[src/rtl/core/ppmc_pkg.sv]
package ppmc_pkg;

  localparam int MOD_BITS   = 32;
  localparam int CNT_BITS   = 32;

  localparam int BEAM_W     = 5;
  localparam int MOD_W      = 32;
  localparam int SEV_W      = 2;
  localparam int AVG_W      = 16;
  localparam int TOTAL_W    = 32;
  localparam int DELAY_W    = 3;
  localparam int MASK_W     = 64;
  localparam int CFG_DATA_W = 64;
  localparam int CFG_IDX_W  = 3;
  localparam int NUM_MODS   = 4;

  localparam logic [DELAY_W-1:0] DELAY_SAT        = 3'd4;
  localparam logic [DELAY_W-1:0] DELAY_DONE_AFTER = 3'd3;

  typedef enum logic [CFG_IDX_W-1:0] {
    CFG_BEAM_CODE    = 3'd0,
    CFG_AVG_TARGET   = 3'd1,
    CFG_TOTAL_TARGET = 3'd2,
    CFG_MEAS_LIMIT   = 3'd3,
    CFG_MASKS2       = 3'd4,
    CFG_MASKS3       = 3'd5,
    CFG_MASKS4       = 3'd6,
    CFG_MASKS5       = 3'd7
  } cfg_idx_e;

  // masks[k]: upper half inclusion, lower half exclusion, for modifier k+2
  typedef struct packed {
    logic [BEAM_W-1:0]                 beam_code;
    logic [AVG_W-1:0]                  avg_target;
    logic [TOTAL_W-1:0]                total_target;
    logic                              endless;
    logic [NUM_MODS-1:0][MASK_W-1:0]   masks;
  } cfg_t;

  typedef struct packed {
    logic [BEAM_W-1:0]                 beam_code;
    logic [NUM_MODS-1:0][MOD_W-1:0]    modifier;
    logic [SEV_W-1:0]                  severity;
    logic                              clear_run;
  } pulse_t;

  typedef struct packed {
    logic               pattern_hit;
    logic               step_status;
    logic               average_done;
    logic [AVG_W-1:0]   average_count;
    logic [TOTAL_W-1:0] measure_count;
    logic [DELAY_W-1:0] finish_delay;
    logic               run_done;
  } result_t;

endpackage

[src/rtl/core/ppmc_pulse_if.sv]
interface ppmc_pulse_if;
  import ppmc_pkg::*;

  logic               valid;
  logic               ready;
  logic [BEAM_W-1:0]  beam_code;
  logic [MOD_W-1:0]   modifier_two;
  logic [MOD_W-1:0]   modifier_three;
  logic [MOD_W-1:0]   modifier_four;
  logic [MOD_W-1:0]   modifier_five;
  logic [SEV_W-1:0]   data_severity;
  logic               clear_run;

  modport source (
    output valid, beam_code, modifier_two, modifier_three, modifier_four,
           modifier_five, data_severity, clear_run,
    input  ready
  );

  modport sink (
    input  valid, beam_code, modifier_two, modifier_three, modifier_four,
           modifier_five, data_severity, clear_run,
    output ready
  );
endinterface

[src/rtl/core/ppmc_result_if.sv]
interface ppmc_result_if;
  import ppmc_pkg::*;

  logic               valid;
  logic               ready;
  logic               pattern_hit;
  logic               step_status;
  logic               average_done;
  logic [AVG_W-1:0]   average_count;
  logic [TOTAL_W-1:0] measure_count;
  logic [DELAY_W-1:0] finish_delay;
  logic               run_done;

  modport source (
    output valid, pattern_hit, step_status, average_done, average_count,
           measure_count, finish_delay, run_done,
    input  ready
  );

  modport sink (
    input  valid, pattern_hit, step_status, average_done, average_count,
           measure_count, finish_delay, run_done,
    output ready
  );
endinterface

[src/rtl/core/ppmc_cfg_regs.sv]
module ppmc_cfg_regs (
  input  logic                           clk_i,
  input  logic                           rst_ni,
  input  logic                           cfg_we_i,
  input  ppmc_pkg::cfg_idx_e             cfg_idx_i,
  input  logic [ppmc_pkg::CFG_DATA_W-1:0] cfg_data_i,
  output ppmc_pkg::cfg_t                 cfg_o
);
  import ppmc_pkg::*;

  cfg_t cfg_q;

  always_ff @(posedge clk_i or negedge rst_ni) begin
    if (!rst_ni) begin
      cfg_q.beam_code    <= '0;
      cfg_q.avg_target   <= AVG_W'(1);
      cfg_q.total_target <= '0;
      cfg_q.endless      <= 1'b1;
      cfg_q.masks        <= '0;
    end else if (cfg_we_i) begin
      unique case (cfg_idx_i)
        CFG_BEAM_CODE:    cfg_q.beam_code    <= cfg_data_i[BEAM_W-1:0];
        CFG_AVG_TARGET:   cfg_q.avg_target   <= cfg_data_i[AVG_W-1:0];
        CFG_TOTAL_TARGET: cfg_q.total_target <= cfg_data_i[TOTAL_W-1:0];
        // only the sign of the limit matters
        CFG_MEAS_LIMIT:   cfg_q.endless      <= cfg_data_i[16];
        CFG_MASKS2:       cfg_q.masks[0]     <= cfg_data_i[MASK_W-1:0];
        CFG_MASKS3:       cfg_q.masks[1]     <= cfg_data_i[MASK_W-1:0];
        CFG_MASKS4:       cfg_q.masks[2]     <= cfg_data_i[MASK_W-1:0];
        CFG_MASKS5:       cfg_q.masks[3]     <= cfg_data_i[MASK_W-1:0];
        default:          cfg_q              <= cfg_q;
      endcase
    end
  end

  assign cfg_o = cfg_q;

endmodule

[src/rtl/core/ppmc_match.sv]
module ppmc_match (
  input  ppmc_pkg::cfg_t   cfg_i,
  input  ppmc_pkg::pulse_t pulse_i,
  output logic             match_o
);
  import ppmc_pkg::*;

  logic [NUM_MODS-1:0] word_ok;

  always_comb begin
    logic [MOD_BITS-1:0] w;
    logic [MOD_BITS-1:0] inc;
    logic [MOD_BITS-1:0] exc;
    for (int k = 0; k < NUM_MODS; k++) begin
      w   = pulse_i.modifier[k][MOD_BITS-1:0];
      inc = cfg_i.masks[k][32 +: MOD_BITS];
      exc = cfg_i.masks[k][0 +: MOD_BITS];
      word_ok[k] = ((w & inc) == inc) && ((w & exc) == '0);
    end
  end

  assign match_o = (pulse_i.beam_code == cfg_i.beam_code) && (&word_ok);

endmodule

[src/rtl/core/ppmc_track.sv]
module ppmc_track (
  input  logic              clk_i,
  input  logic              rst_ni,
  input  logic              step_i,
  input  ppmc_pkg::cfg_t    cfg_i,
  input  ppmc_pkg::pulse_t  pulse_i,
  input  logic              match_i,
  output ppmc_pkg::result_t res_o
);
  import ppmc_pkg::*;

  logic [DELAY_W-1:0]  delay_q,    delay_d;
  logic [CNT_BITS-1:0] total_q,    total_d;
  logic [AVG_W-1:0]    avg_q,      avg_d;
  logic                avg_done_q, avg_done_d;
  logic                run_done_q, run_done_d;

  logic                hit;
  logic                status;

  always_comb begin
    logic [DELAY_W-1:0]  delay_c;
    logic [CNT_BITS-1:0] total_c;
    logic                run_done_c;
    logic [AVG_W:0]      avg_inc;

    delay_c    = pulse_i.clear_run ? '0   : delay_q;
    total_c    = pulse_i.clear_run ? '0   : total_q;
    run_done_c = pulse_i.clear_run ? 1'b0 : run_done_q;

    delay_d    = delay_c;
    run_done_d = run_done_c;
    if ((TOTAL_W'(total_c) >= cfg_i.total_target) && !cfg_i.endless) begin
      if (delay_c < DELAY_SAT) begin
        delay_d = delay_c + DELAY_W'(1);
      end
      if (delay_d > DELAY_DONE_AFTER) begin
        run_done_d = 1'b1;
      end
    end

    // pulses are only examined while no finish delay runs
    status     = (delay_d == '0) && (pulse_i.severity != '0);
    hit        = (delay_d == '0) && (pulse_i.severity == '0) && match_i;

    total_d    = total_c;
    avg_d      = avg_q;
    avg_done_d = avg_done_q;
    avg_inc    = {1'b0, avg_q} + (AVG_W+1)'(1);
    if (hit) begin
      if (total_c != '1) begin
        total_d = total_c + CNT_BITS'(1);
      end
      if (avg_inc >= {1'b0, cfg_i.avg_target}) begin
        avg_done_d = 1'b1;
        avg_d      = '0;
      end else begin
        avg_done_d = 1'b0;
        avg_d      = avg_inc[AVG_W-1:0];
      end
    end
  end

  always_ff @(posedge clk_i or negedge rst_ni) begin
    if (!rst_ni) begin
      delay_q    <= '0;
      total_q    <= '0;
      avg_q      <= '0;
      avg_done_q <= 1'b0;
      run_done_q <= 1'b0;
    end else if (step_i) begin
      delay_q    <= delay_d;
      total_q    <= total_d;
      avg_q      <= avg_d;
      avg_done_q <= avg_done_d;
      run_done_q <= run_done_d;
    end
  end

  always_comb begin
    res_o.pattern_hit   = hit;
    res_o.step_status   = status;
    res_o.average_done  = avg_done_d;
    res_o.average_count = avg_d;
    res_o.measure_count = TOTAL_W'(total_d);
    res_o.finish_delay  = delay_d;
    res_o.run_done      = run_done_d;
  end

endmodule

[src/rtl/core/pulse_pattern_match_counter_core.sv]
// channel   | dir | handshake     | word
// ----------+-----+---------------+--------------------------------------------
// pulse_i   | in  | valid / ready | beam code, modifiers 2..5, severity, clear
// result_o  | out | valid / ready | hit, status, avg done/count, count, delay, done
// cfg       | in  | cfg_we_i      | cfg_idx_i selects register, cfg_data_i value
//
// Two register stages: input word register, then match and counter update into
// the result register. One word per cycle is sustained while result_o is ready.
// Counter state updates when a word moves from the input to the result register.
// A stalled result holds both stages; ready back to pulse_i stays high while a
// slot frees up that cycle. Reset clears valid flags and counters, presets cfg.
module pulse_pattern_match_counter_core (
  input  logic                            clk_i,
  input  logic                            rst_ni,
  ppmc_pulse_if.sink                      pulse_i,
  ppmc_result_if.source                   result_o,
  input  logic                            cfg_we_i,
  input  ppmc_pkg::cfg_idx_e              cfg_idx_i,
  input  logic [ppmc_pkg::CFG_DATA_W-1:0] cfg_data_i
);
  import ppmc_pkg::*;

  cfg_t    cfg;
  pulse_t  pulse_q;
  logic    in_valid_q;
  result_t res_d, res_q;
  logic    out_valid_q;
  logic    advance;
  logic    step;
  logic    in_ready;
  logic    match;

  ppmc_cfg_regs u_cfg (
    .clk_i      (clk_i),
    .rst_ni     (rst_ni),
    .cfg_we_i   (cfg_we_i),
    .cfg_idx_i  (cfg_idx_i),
    .cfg_data_i (cfg_data_i),
    .cfg_o      (cfg)
  );

  assign advance = !out_valid_q || result_o.ready;
  assign step    = in_valid_q && advance;
  assign in_ready = !in_valid_q || advance;
  assign pulse_i.ready = in_ready;

  always_ff @(posedge clk_i or negedge rst_ni) begin
    if (!rst_ni) begin
      in_valid_q <= 1'b0;
    end else if (in_ready) begin
      in_valid_q <= pulse_i.valid;
    end
  end

  always_ff @(posedge clk_i) begin
    if (pulse_i.valid && in_ready) begin
      pulse_q.beam_code   <= pulse_i.beam_code;
      pulse_q.modifier[0] <= pulse_i.modifier_two;
      pulse_q.modifier[1] <= pulse_i.modifier_three;
      pulse_q.modifier[2] <= pulse_i.modifier_four;
      pulse_q.modifier[3] <= pulse_i.modifier_five;
      pulse_q.severity    <= pulse_i.data_severity;
      pulse_q.clear_run   <= pulse_i.clear_run;
    end
  end

  ppmc_match u_match (
    .cfg_i   (cfg),
    .pulse_i (pulse_q),
    .match_o (match)
  );

  ppmc_track u_track (
    .clk_i   (clk_i),
    .rst_ni  (rst_ni),
    .step_i  (step),
    .cfg_i   (cfg),
    .pulse_i (pulse_q),
    .match_i (match),
    .res_o   (res_d)
  );

  always_ff @(posedge clk_i or negedge rst_ni) begin
    if (!rst_ni) begin
      out_valid_q <= 1'b0;
    end else if (advance) begin
      out_valid_q <= in_valid_q;
    end
  end

  always_ff @(posedge clk_i) begin
    if (step) begin
      res_q <= res_d;
    end
  end

  assign result_o.valid         = out_valid_q;
  assign result_o.pattern_hit   = res_q.pattern_hit;
  assign result_o.step_status   = res_q.step_status;
  assign result_o.average_done  = res_q.average_done;
  assign result_o.average_count = res_q.average_count;
  assign result_o.measure_count = res_q.measure_count;
  assign result_o.finish_delay  = res_q.finish_delay;
  assign result_o.run_done      = res_q.run_done;

endmodule

[src/flat_wrapper.sv]
// flat-port wrapper written by rule: the top's interface ports become plain ports
module pulse_pattern_match_counter_core_flat import ppmc_pkg::*;
  (clk_i, rst_ni, cfg_we_i, cfg_idx_i, cfg_data_i, pulse_i_valid, pulse_i_beam_code, pulse_i_modifier_two, pulse_i_modifier_three, pulse_i_modifier_four, pulse_i_modifier_five, pulse_i_data_severity, pulse_i_clear_run, pulse_i_ready, result_o_valid, result_o_pattern_hit, result_o_step_status, result_o_average_done, result_o_average_count, result_o_measure_count, result_o_finish_delay, result_o_run_done, result_o_ready);
  ppmc_pulse_if pulse_i_i ();
  ppmc_result_if result_o_i ();
  input  logic clk_i;
  input  logic rst_ni;
  input  logic cfg_we_i;
  input  ppmc_pkg::cfg_idx_e cfg_idx_i;
  input  logic [ppmc_pkg::CFG_DATA_W-1:0] cfg_data_i;
  input wire logic [$bits(pulse_i_i.valid)-1:0] pulse_i_valid;
  input wire logic [$bits(pulse_i_i.beam_code)-1:0] pulse_i_beam_code;
  input wire logic [$bits(pulse_i_i.modifier_two)-1:0] pulse_i_modifier_two;
  input wire logic [$bits(pulse_i_i.modifier_three)-1:0] pulse_i_modifier_three;
  input wire logic [$bits(pulse_i_i.modifier_four)-1:0] pulse_i_modifier_four;
  input wire logic [$bits(pulse_i_i.modifier_five)-1:0] pulse_i_modifier_five;
  input wire logic [$bits(pulse_i_i.data_severity)-1:0] pulse_i_data_severity;
  input wire logic [$bits(pulse_i_i.clear_run)-1:0] pulse_i_clear_run;
  output wire logic [$bits(pulse_i_i.ready)-1:0] pulse_i_ready;
  output wire logic [$bits(result_o_i.valid)-1:0] result_o_valid;
  output wire logic [$bits(result_o_i.pattern_hit)-1:0] result_o_pattern_hit;
  output wire logic [$bits(result_o_i.step_status)-1:0] result_o_step_status;
  output wire logic [$bits(result_o_i.average_done)-1:0] result_o_average_done;
  output wire logic [$bits(result_o_i.average_count)-1:0] result_o_average_count;
  output wire logic [$bits(result_o_i.measure_count)-1:0] result_o_measure_count;
  output wire logic [$bits(result_o_i.finish_delay)-1:0] result_o_finish_delay;
  output wire logic [$bits(result_o_i.run_done)-1:0] result_o_run_done;
  input wire logic [$bits(result_o_i.ready)-1:0] result_o_ready;
  assign pulse_i_i.valid = pulse_i_valid;
  assign pulse_i_i.beam_code = pulse_i_beam_code;
  assign pulse_i_i.modifier_two = pulse_i_modifier_two;
  assign pulse_i_i.modifier_three = pulse_i_modifier_three;
  assign pulse_i_i.modifier_four = pulse_i_modifier_four;
  assign pulse_i_i.modifier_five = pulse_i_modifier_five;
  assign pulse_i_i.data_severity = pulse_i_data_severity;
  assign pulse_i_i.clear_run = pulse_i_clear_run;
  assign pulse_i_ready = pulse_i_i.ready;
  assign result_o_valid = result_o_i.valid;
  assign result_o_pattern_hit = result_o_i.pattern_hit;
  assign result_o_step_status = result_o_i.step_status;
  assign result_o_average_done = result_o_i.average_done;
  assign result_o_average_count = result_o_i.average_count;
  assign result_o_measure_count = result_o_i.measure_count;
  assign result_o_finish_delay = result_o_i.finish_delay;
  assign result_o_run_done = result_o_i.run_done;
  assign result_o_i.ready = result_o_ready;
  pulse_pattern_match_counter_core u_core (.clk_i(clk_i), .rst_ni(rst_ni), .pulse_i(pulse_i_i), .result_o(result_o_i), .cfg_we_i(cfg_we_i), .cfg_idx_i(cfg_idx_i), .cfg_data_i(cfg_data_i));
endmodule
[config.mk]
export PLATFORM = sky130hd
export DESIGN_NAME = pulse_pattern_match_counter_core_flat
export DESIGN_NICKNAME = d
export VERILOG_FILES = /design/src/rtl/core/ppmc_pkg.sv /design/src/rtl/core/ppmc_pulse_if.sv /design/src/rtl/core/ppmc_result_if.sv /design/src/rtl/core/ppmc_cfg_regs.sv /design/src/rtl/core/ppmc_match.sv /design/src/rtl/core/ppmc_track.sv /design/src/rtl/core/pulse_pattern_match_counter_core.sv /design/src/flat_wrapper.sv
export SDC_FILE = /design/constraint.sdc
export NUM_CORES = 1
export LEC_CHECK = 0
export BUFFER_PORTS_ARGS = -buffer_cell sky130_fd_sc_hd__buf_4
export CAP_MARGIN = 20
export CORE_ASPECT_RATIO = 2
export CORE_MARGIN = 8
export CORE_UTILIZATION = 58
export DETAILED_ROUTE_END_ITERATION = 8
export MAX_ROUTING_LAYER = met4
export PLACE_DENSITY = 0.79
export SETUP_SLACK_MARGIN = 0.2
export SLEW_MARGIN = 25
export SYNTH_ARGS = -nofsm -noshare
export SYNTH_HDL_FRONTEND = slang
export SYNTH_SLANG_ARGS = --single-unit
[constraint.sdc]
create_clock -name clk_i -period 5.8 [get_ports clk_i]
set_input_delay 0.29 -clock clk_i [delete_from_list [all_inputs] [get_ports clk_i]]
set_output_delay 0.29 -clock clk_i [all_outputs]
set_load 0.02 [all_outputs]
# ---- Word level (Yosys, flattened, before mapping)
# Cells that the tools add are included.
dict set report classes {
  addsub 3
  order_cmp 4
  n_eq_ne 13
  n_mux 14
  bitwise 8
  n_reduce_logical 33
}
# cell count
set ops {}
lappend ops {{$and A32 B32 Y32} 8}
lappend ops {{$eq A32 B32 Y1} 4}
lappend ops {{$logic_not A32 Y1} 4}
lappend ops {{$mux W32} 3}
lappend ops {{$add A32 B1 Y32 const B} 1}
lappend ops {{$ge A32 B32 Y1} 1}
lappend ops {{$mux W16} 2}
lappend ops {{$ne A32 B32 Y1 const B} 1}
lappend ops {{$add A16 B1 Y17 const B} 1}
lappend ops {{$ge A17 B16 Y1} 1}
lappend ops {{$reduce_and A2 Y1} 8}
lappend ops {{$eq A3 B3 Y1 const B} 4}
lappend ops {{$mux W3} 4}
lappend ops {{$logic_and A1 B1 Y1} 11}
lappend ops {{$eq A3 B2 Y1 const B} 2}
lappend ops {{$logic_not A3 Y1} 2}
lappend ops {{$eq A5 B5 Y1} 1}
lappend ops {{$mux W1} 5}
lappend ops {{$reduce_and A4 Y1} 1}
lappend ops {{$add A3 B1 Y3 const B} 1}
lappend ops {{$eq A3 B1 Y1 const B} 1}
lappend ops {{$gt A3 B2 Y1 const B} 1}
lappend ops {{$logic_not A1 Y1} 3}
lappend ops {{$lt A3 B3 Y1 const B} 1}
lappend ops {{3 further kinds} 4}
dict set report totals {
  reg_bits 556
  input_bits 208
  out_inout_bits 57
  elab_cells 104
}

# ---- Depth between registers and ports, before layout
dict set report depth {
  depth_word 9
  depth_mapped 19
  mapped_depth_nobuf 16
}

# ---- Cells and area by module
# Synthesis repeated with hierarchy kept, for this count alone.
dict set report hier_totals {
  hier_cells 1846
  area_unflattened_um2 24669.9
}
# mod n_inst cells_each area_per_inst_um2 seq_area_each_um2
set modules_own_cells {}
lappend modules_own_cells {ppmc_cfg_regs 1 661 11549.8 7759.9}
lappend modules_own_cells {pulse_pattern_match_counter_core 1 199 5839.4 5785.5}
lappend modules_own_cells {ppmc_track 1 679 5495.3 1326.3}
lappend modules_own_cells {ppmc_match 1 307 1785.5 0.0}

# ---- Least setup slack after synthesis
# Ideal clock, no wire load.
dict set report synth_path {
  kind {register -> register}
  start {register u_core.out_valid_q (netlist: u_core.result_o.valid)}
  end {register u_core.pulse_q[0] (netlist name) (enable)}
  setup_time_ps 511
  t_arrival_ps 3902
  required_ps 5289
  slack_ps 1387
  path_stages_with_launch 3
  path_buffers 0
  period_less_slack_ps 4413
  path_cell_list {dfrtp_1 > nand3b_1 > and2_1}
}
dict set report synth_via {
  elab_chain_len 4
}
# item line_no
set synth_rtl {}
lappend synth_rtl {{start, declared} pulse_pattern_match_counter_core.sv:27} ;# logic out_valid_q;
lappend synth_rtl {{start signal, assigned} pulse_pattern_match_counter_core.sv:87} ;# out_valid_q <= in_valid_q;
lappend synth_rtl {{$logic_not A1 Y1} pulse_pattern_match_counter_core.sv:42} ;# assign advance = !out_valid_q || result_o.ready;
lappend synth_rtl {{$logic_or A1 B1 Y1} pulse_pattern_match_counter_core.sv:42}
lappend synth_rtl {{$logic_or A1 B1 Y1} pulse_pattern_match_counter_core.sv:44} ;# assign in_ready = !in_valid_q || advance;
lappend synth_rtl {{named net pulse_i_ready} flat_wrapper.sv:19} ;# output wire logic [$bits(pulse_i_i.ready)-1:0] pulse_i_ready;
lappend synth_rtl {{$logic_and A1 B1 Y1} pulse_pattern_match_counter_core.sv:56} ;# if (pulse_i.valid && in_ready) begin
lappend synth_rtl {{end, declared} pulse_pattern_match_counter_core.sv:24} ;# pulse_t pulse_q;
# The timed path passes the listed nets, and every way through them passes these cells.
# A chain may end at the register's enable or synchronous reset.

# ---- Worst setup path after layout
dict set report layout_path {
  start {register u_core.u_track.avg_q[0]}
  end {register u_core.u_track.avg_q[10]}
}
dict set report layout_via {
  elab_chain_len 4
}
# item line_no
set layout_rtl {}
lappend layout_rtl {{start, declared} ppmc_track.sv:14} ;# logic [AVG_W-1:0] avg_q, avg_d;
lappend layout_rtl {{start signal, assigned} ppmc_track.sv:74} ;# avg_q <= avg_d;
lappend layout_rtl {{$add A16 B1 Y17 (*)} ppmc_track.sv:49} ;# avg_inc = {1'b0, avg_q} + (AVG_W+1)'(1);
lappend layout_rtl {{$ge A17 B16 Y1} ppmc_track.sv:54} ;# if (avg_inc >= {1'b0, cfg_i.avg_target}) begin
lappend layout_rtl {{$mux W16 (*)} ppmc_track.sv:54}
lappend layout_rtl {{$mux W16 (*)} ppmc_track.sv:50} ;# if (hit) begin
# Mark *: on every way between the ends. The rest lies on a longest branch, timed or not.

==> metrics.md <==
| Metric | Value |
|---|---|
| First-pass GRT wire length | `118 mm` |
| Worst slew pin tran | `1100 ps` |
| Number of global-route vias before repair | `18,900` |
| Fin crit period | `5050 ps` |
| Hold crit path type | `in2reg` |
| Peak Freq | `198 MHz` |
| NumNets Final | `2,626` |
| CP Launch Type | `flip-flop` |
| DRC violations left | `0` |
| Root Buffer | `clkbuf_16` |
| Hold Fails Final Rpt | `0` |
| Area growth, synth to finish | `23.9%` |
| Drt via density | `6.11` |
| DIE HEIGHT | `306 um` |
| Number of synthesized register bits | `556` |
| DR WL/cell | `27.3 um` |
| Post-synth EDFFs | `191` |
| Pre-Repair DR Iteration Count | `5` |
| Total GRT Usage | `33.4%` |
| Synth unique cells | `70` |
| Final ANT Viol Nets | `0` |
| Critical path's top delay family | `simple AND/OR/NAND/NOR gates` |
| Top Ports | `265` |
| Met3 GRT Util | `5.64%` |
| Cell mode on critical path | `nand3_1` |
| Initial core utilization | `58.4%` |
| Avg Cell Area, Syn | `12.6 um2` |
| VDD IR max | `0.000307 V` |
| Place WS | `775 ps` |
| Final non-filler cell total | `2,948` |
| Max-slew headroom | `26.8%` |
| Outcome | `finished clean` |
| Dominant synthesized flop cell | `dfrtp_1` |
| Pin count of the biggest net entering global routing | `147` |
| P_leak | `12.9 nW` |
| Placed cell count | `2,696` |
| Arr. time, crit path | `5520 ps` |
| Post-synth ARST share | `65.6%` |
| Hold slack | `11.3 ps` |
| GPL Wtd Cong | `0.944` |
| Synth top area cells | `dfrtp_1, edfxtp_1, mux2_2, nand2_1, ha_1` |
| Critical Path Fanout Max | `11` |
| Core box area | `41,600 um2` |
| Setup skew after layout | `35.7 ps` |
| Sequential area share after synthesis | `61.1%` |
| Worst-path clk slew | `80 ps` |
| Ratio of cells with drive above 1 in the final layout | `26.7%` |
| Fin area | `30,200 um2` |
| PortBufs | `264` |
| Pwr/cell area | `333 nW/um2` |
| Setup tns final | `0 ps` |
| Worst skew pair latency | `590 ps` |
| Synth warn | `0` |
| Initial antenna violation count | `3` |
| Setup-failing EPs final | `0` |
| TritonCTS Buffers | `46` |
| Worst setup EP type | `flip-flop` |
| Final period utilization | `87.1%` |
| Placed Area | `27,000 um2` |
| RSZ-0062 raised after global routing | `false` |
| Detailed placer's ending HPWL | `56.8 mm` |
| Post-CTS setup buffers | `0` |
| # rows | `106` |
| Met1 Use GR | `32.8%` |
| Most crowded layer after global routing | `met2` |
| Fill cells | `2,827` |
| Fin util | `72.4%` |
| Worst EP required | `6270 ps` |
| Slew Viols, Final | `0` |
| Max H-tree Level | `2` |
| Share of the synthesized area in the top cell type | `37.3%` |
| Area leader, netlist | `dfrtp_1` |
| Post-Synthesis Cells | `1,937` |
| CTS sink cnt | `556` |
| Power Total | `10.0 mW` |
| Die width | `161 um` |
| Crit Path Class | `reg2reg` |
| Via count | `18,000` |
| Worst Path Buf+Inv | `1` |
| Slowest-stage cell, CP | `nor3_1` |
| Routed wire length | `80.5 mm` |
| Fin worst setup slack | `748 ps` |
| Synth Net Count | `2,195` |
| Die area | `49,200 um2` |
| CTS tree | `built` |
| Cell Chain, Critical Path | `ha_1 -> nand3_1 -> nor3_1 -> and3_1 -> nand3_1 -> xnor2_1 -> ha_1 -> a21oi_1 -> o21ai_0 -> a2111oi_0 -> a21oi_1 -> o221ai_1 -> nand2_1 -> inv_1 -> nand3_1 -> o21ai_0` |
| Clock Path Buffers | `3` |
| Initial DRC count | `1,314` |
| GRT met2 Usage | `55.9%` |
| Max Cap Viol | `0` |
| Peak per-stage delay on the critical path | `520 ps` |
| GRT overflow | `0` |
| Post-Syn Area | `24,300 um2` |
## layout make-up
class	instances	area (um2)	share of cell area, %
flip-flops and latches	556	14900	49.3
clock inverters	24	272	0.900
clock buffers	61	1250	4.14
diodes	3	7.51	0.0249
well taps	540	676	2.24
repair buffers	456	3880	12.9
inverters	123	462	1.53
multi-input cells	1185	8740	29.0
## layer usage
metal | up-vias | wire [um]
li1 | 7853 | -
met1 | 8957 | 26000
met2 | 880 | 41000
met3 | 309 | 5140
met4 | 0 | 8360
met5 | - | 0
## kinds of logic (layout without fill, tap and decap cells)
kind of cell	Yosys count	after routing	share of synthesized area (%)
flops	556	556	61.1
simple gates	529	529	11.1
compound gates	285	285	7.76
mux	277	277	12.7
buf+inv	196	664	3.09
fa+ha+maj	50	50	2.57
xor+xnor	44	44	1.58
other cells	0	3	0
## flip-flops by register name, summed over array words and instances (netlist names)
register	cells
u_core.u_cfg.cfg_o	310
u_core.pulse_q	136
u_core.result_o.measure_count	32
u_core.u_track.total_q	32
u_core.result_o.average_count	16
u_core.u_track.avg_q	16
u_core.result_o.finish_delay	3
u_core.u_track.delay_q	3
u_core.in_valid_q	1
u_core.result_o.average_done	1
u_core.result_o.pattern_hit	1
u_core.result_o.run_done	1
u_core.result_o.step_status	1
u_core.result_o.valid	1
u_core.u_track.avg_done_q	1
u_core.u_track.run_done_q	1
## report_power, final
part	internal (mW)	switching [mW]	total, mW
logic	0.801	0.948	1.75
clock network	1.75	1.47	3.22
registers	4.69	0.372	5.06
## what timing repair did
item	CTS	global route
endpoints found under the hold margin	332	0
gates resized for setup	0	0
endpoints found under the setup margin	0	0
hold buffers	162	0
## Yosys cell counts (27+ instances only)
master	instances
a22oi_1	27
clkbuf_1	63
dfrtp_1	363
edfxtp_1	191
ha_1	50
inv_1	121
mux2_2	260
nand2_1	198
nand2b_1	59
nand3_1	35
nand4_1	31
nor2_1	37
nor2b_1	44
nor3_1	29
o21ai_0	119
## worst paths after layout
kind                                          from                          to  slack, ps  cells past startpoint
max                        u_core.u_track.avg_q[0]    u_core.u_track.avg_q[10]        750                     16
min                                 cfg_data_i[38]     u_core.u_cfg.cfg_o[102]         10                      2
max reg2reg                u_core.u_track.avg_q[0]    u_core.u_track.avg_q[10]        750                     16
min reg2reg                u_core.u_cfg.cfg_o[236]     u_core.u_cfg.cfg_o[236]        500                      1
max in group asynchronous                   rst_ni     u_core.u_track.avg_q[5]       4280                      3
min in group asynchronous                   rst_ni  u_core.u_track.total_q[28]        220                      2
## cell usage in the layout (no fill, tap or decap), types with 28 or more instances in the layout
master	netlist	final
nand4_1	31	31
buf_4	0	288
clkbuf_16	0	46
o21ai_0	119	118
nor3_1	29	28
nand3_1	35	35
inv_1	121	120
ha_1	50	50
mux2_2	260	260
edfxtp_1	191	191
nand2b_1	59	59
nor2_1	37	37
nor2b_1	44	44
dlygate4sd3_1	0	162
nand2_1	198	197
dfrtp_1	363	363
## worst reg2reg max path, delay by kind of cell (launching register included)
kind / cells / cell delay, ps
buf+inv: 1 / 200
flops: 1 / 480
xor+xnor: 1 / 240
fa+ha+maj: 2 / 580
compound gates: 6 / 1630
simple gates: 6 / 1840
No activity file was read; power rests on OpenSTA's default activity.
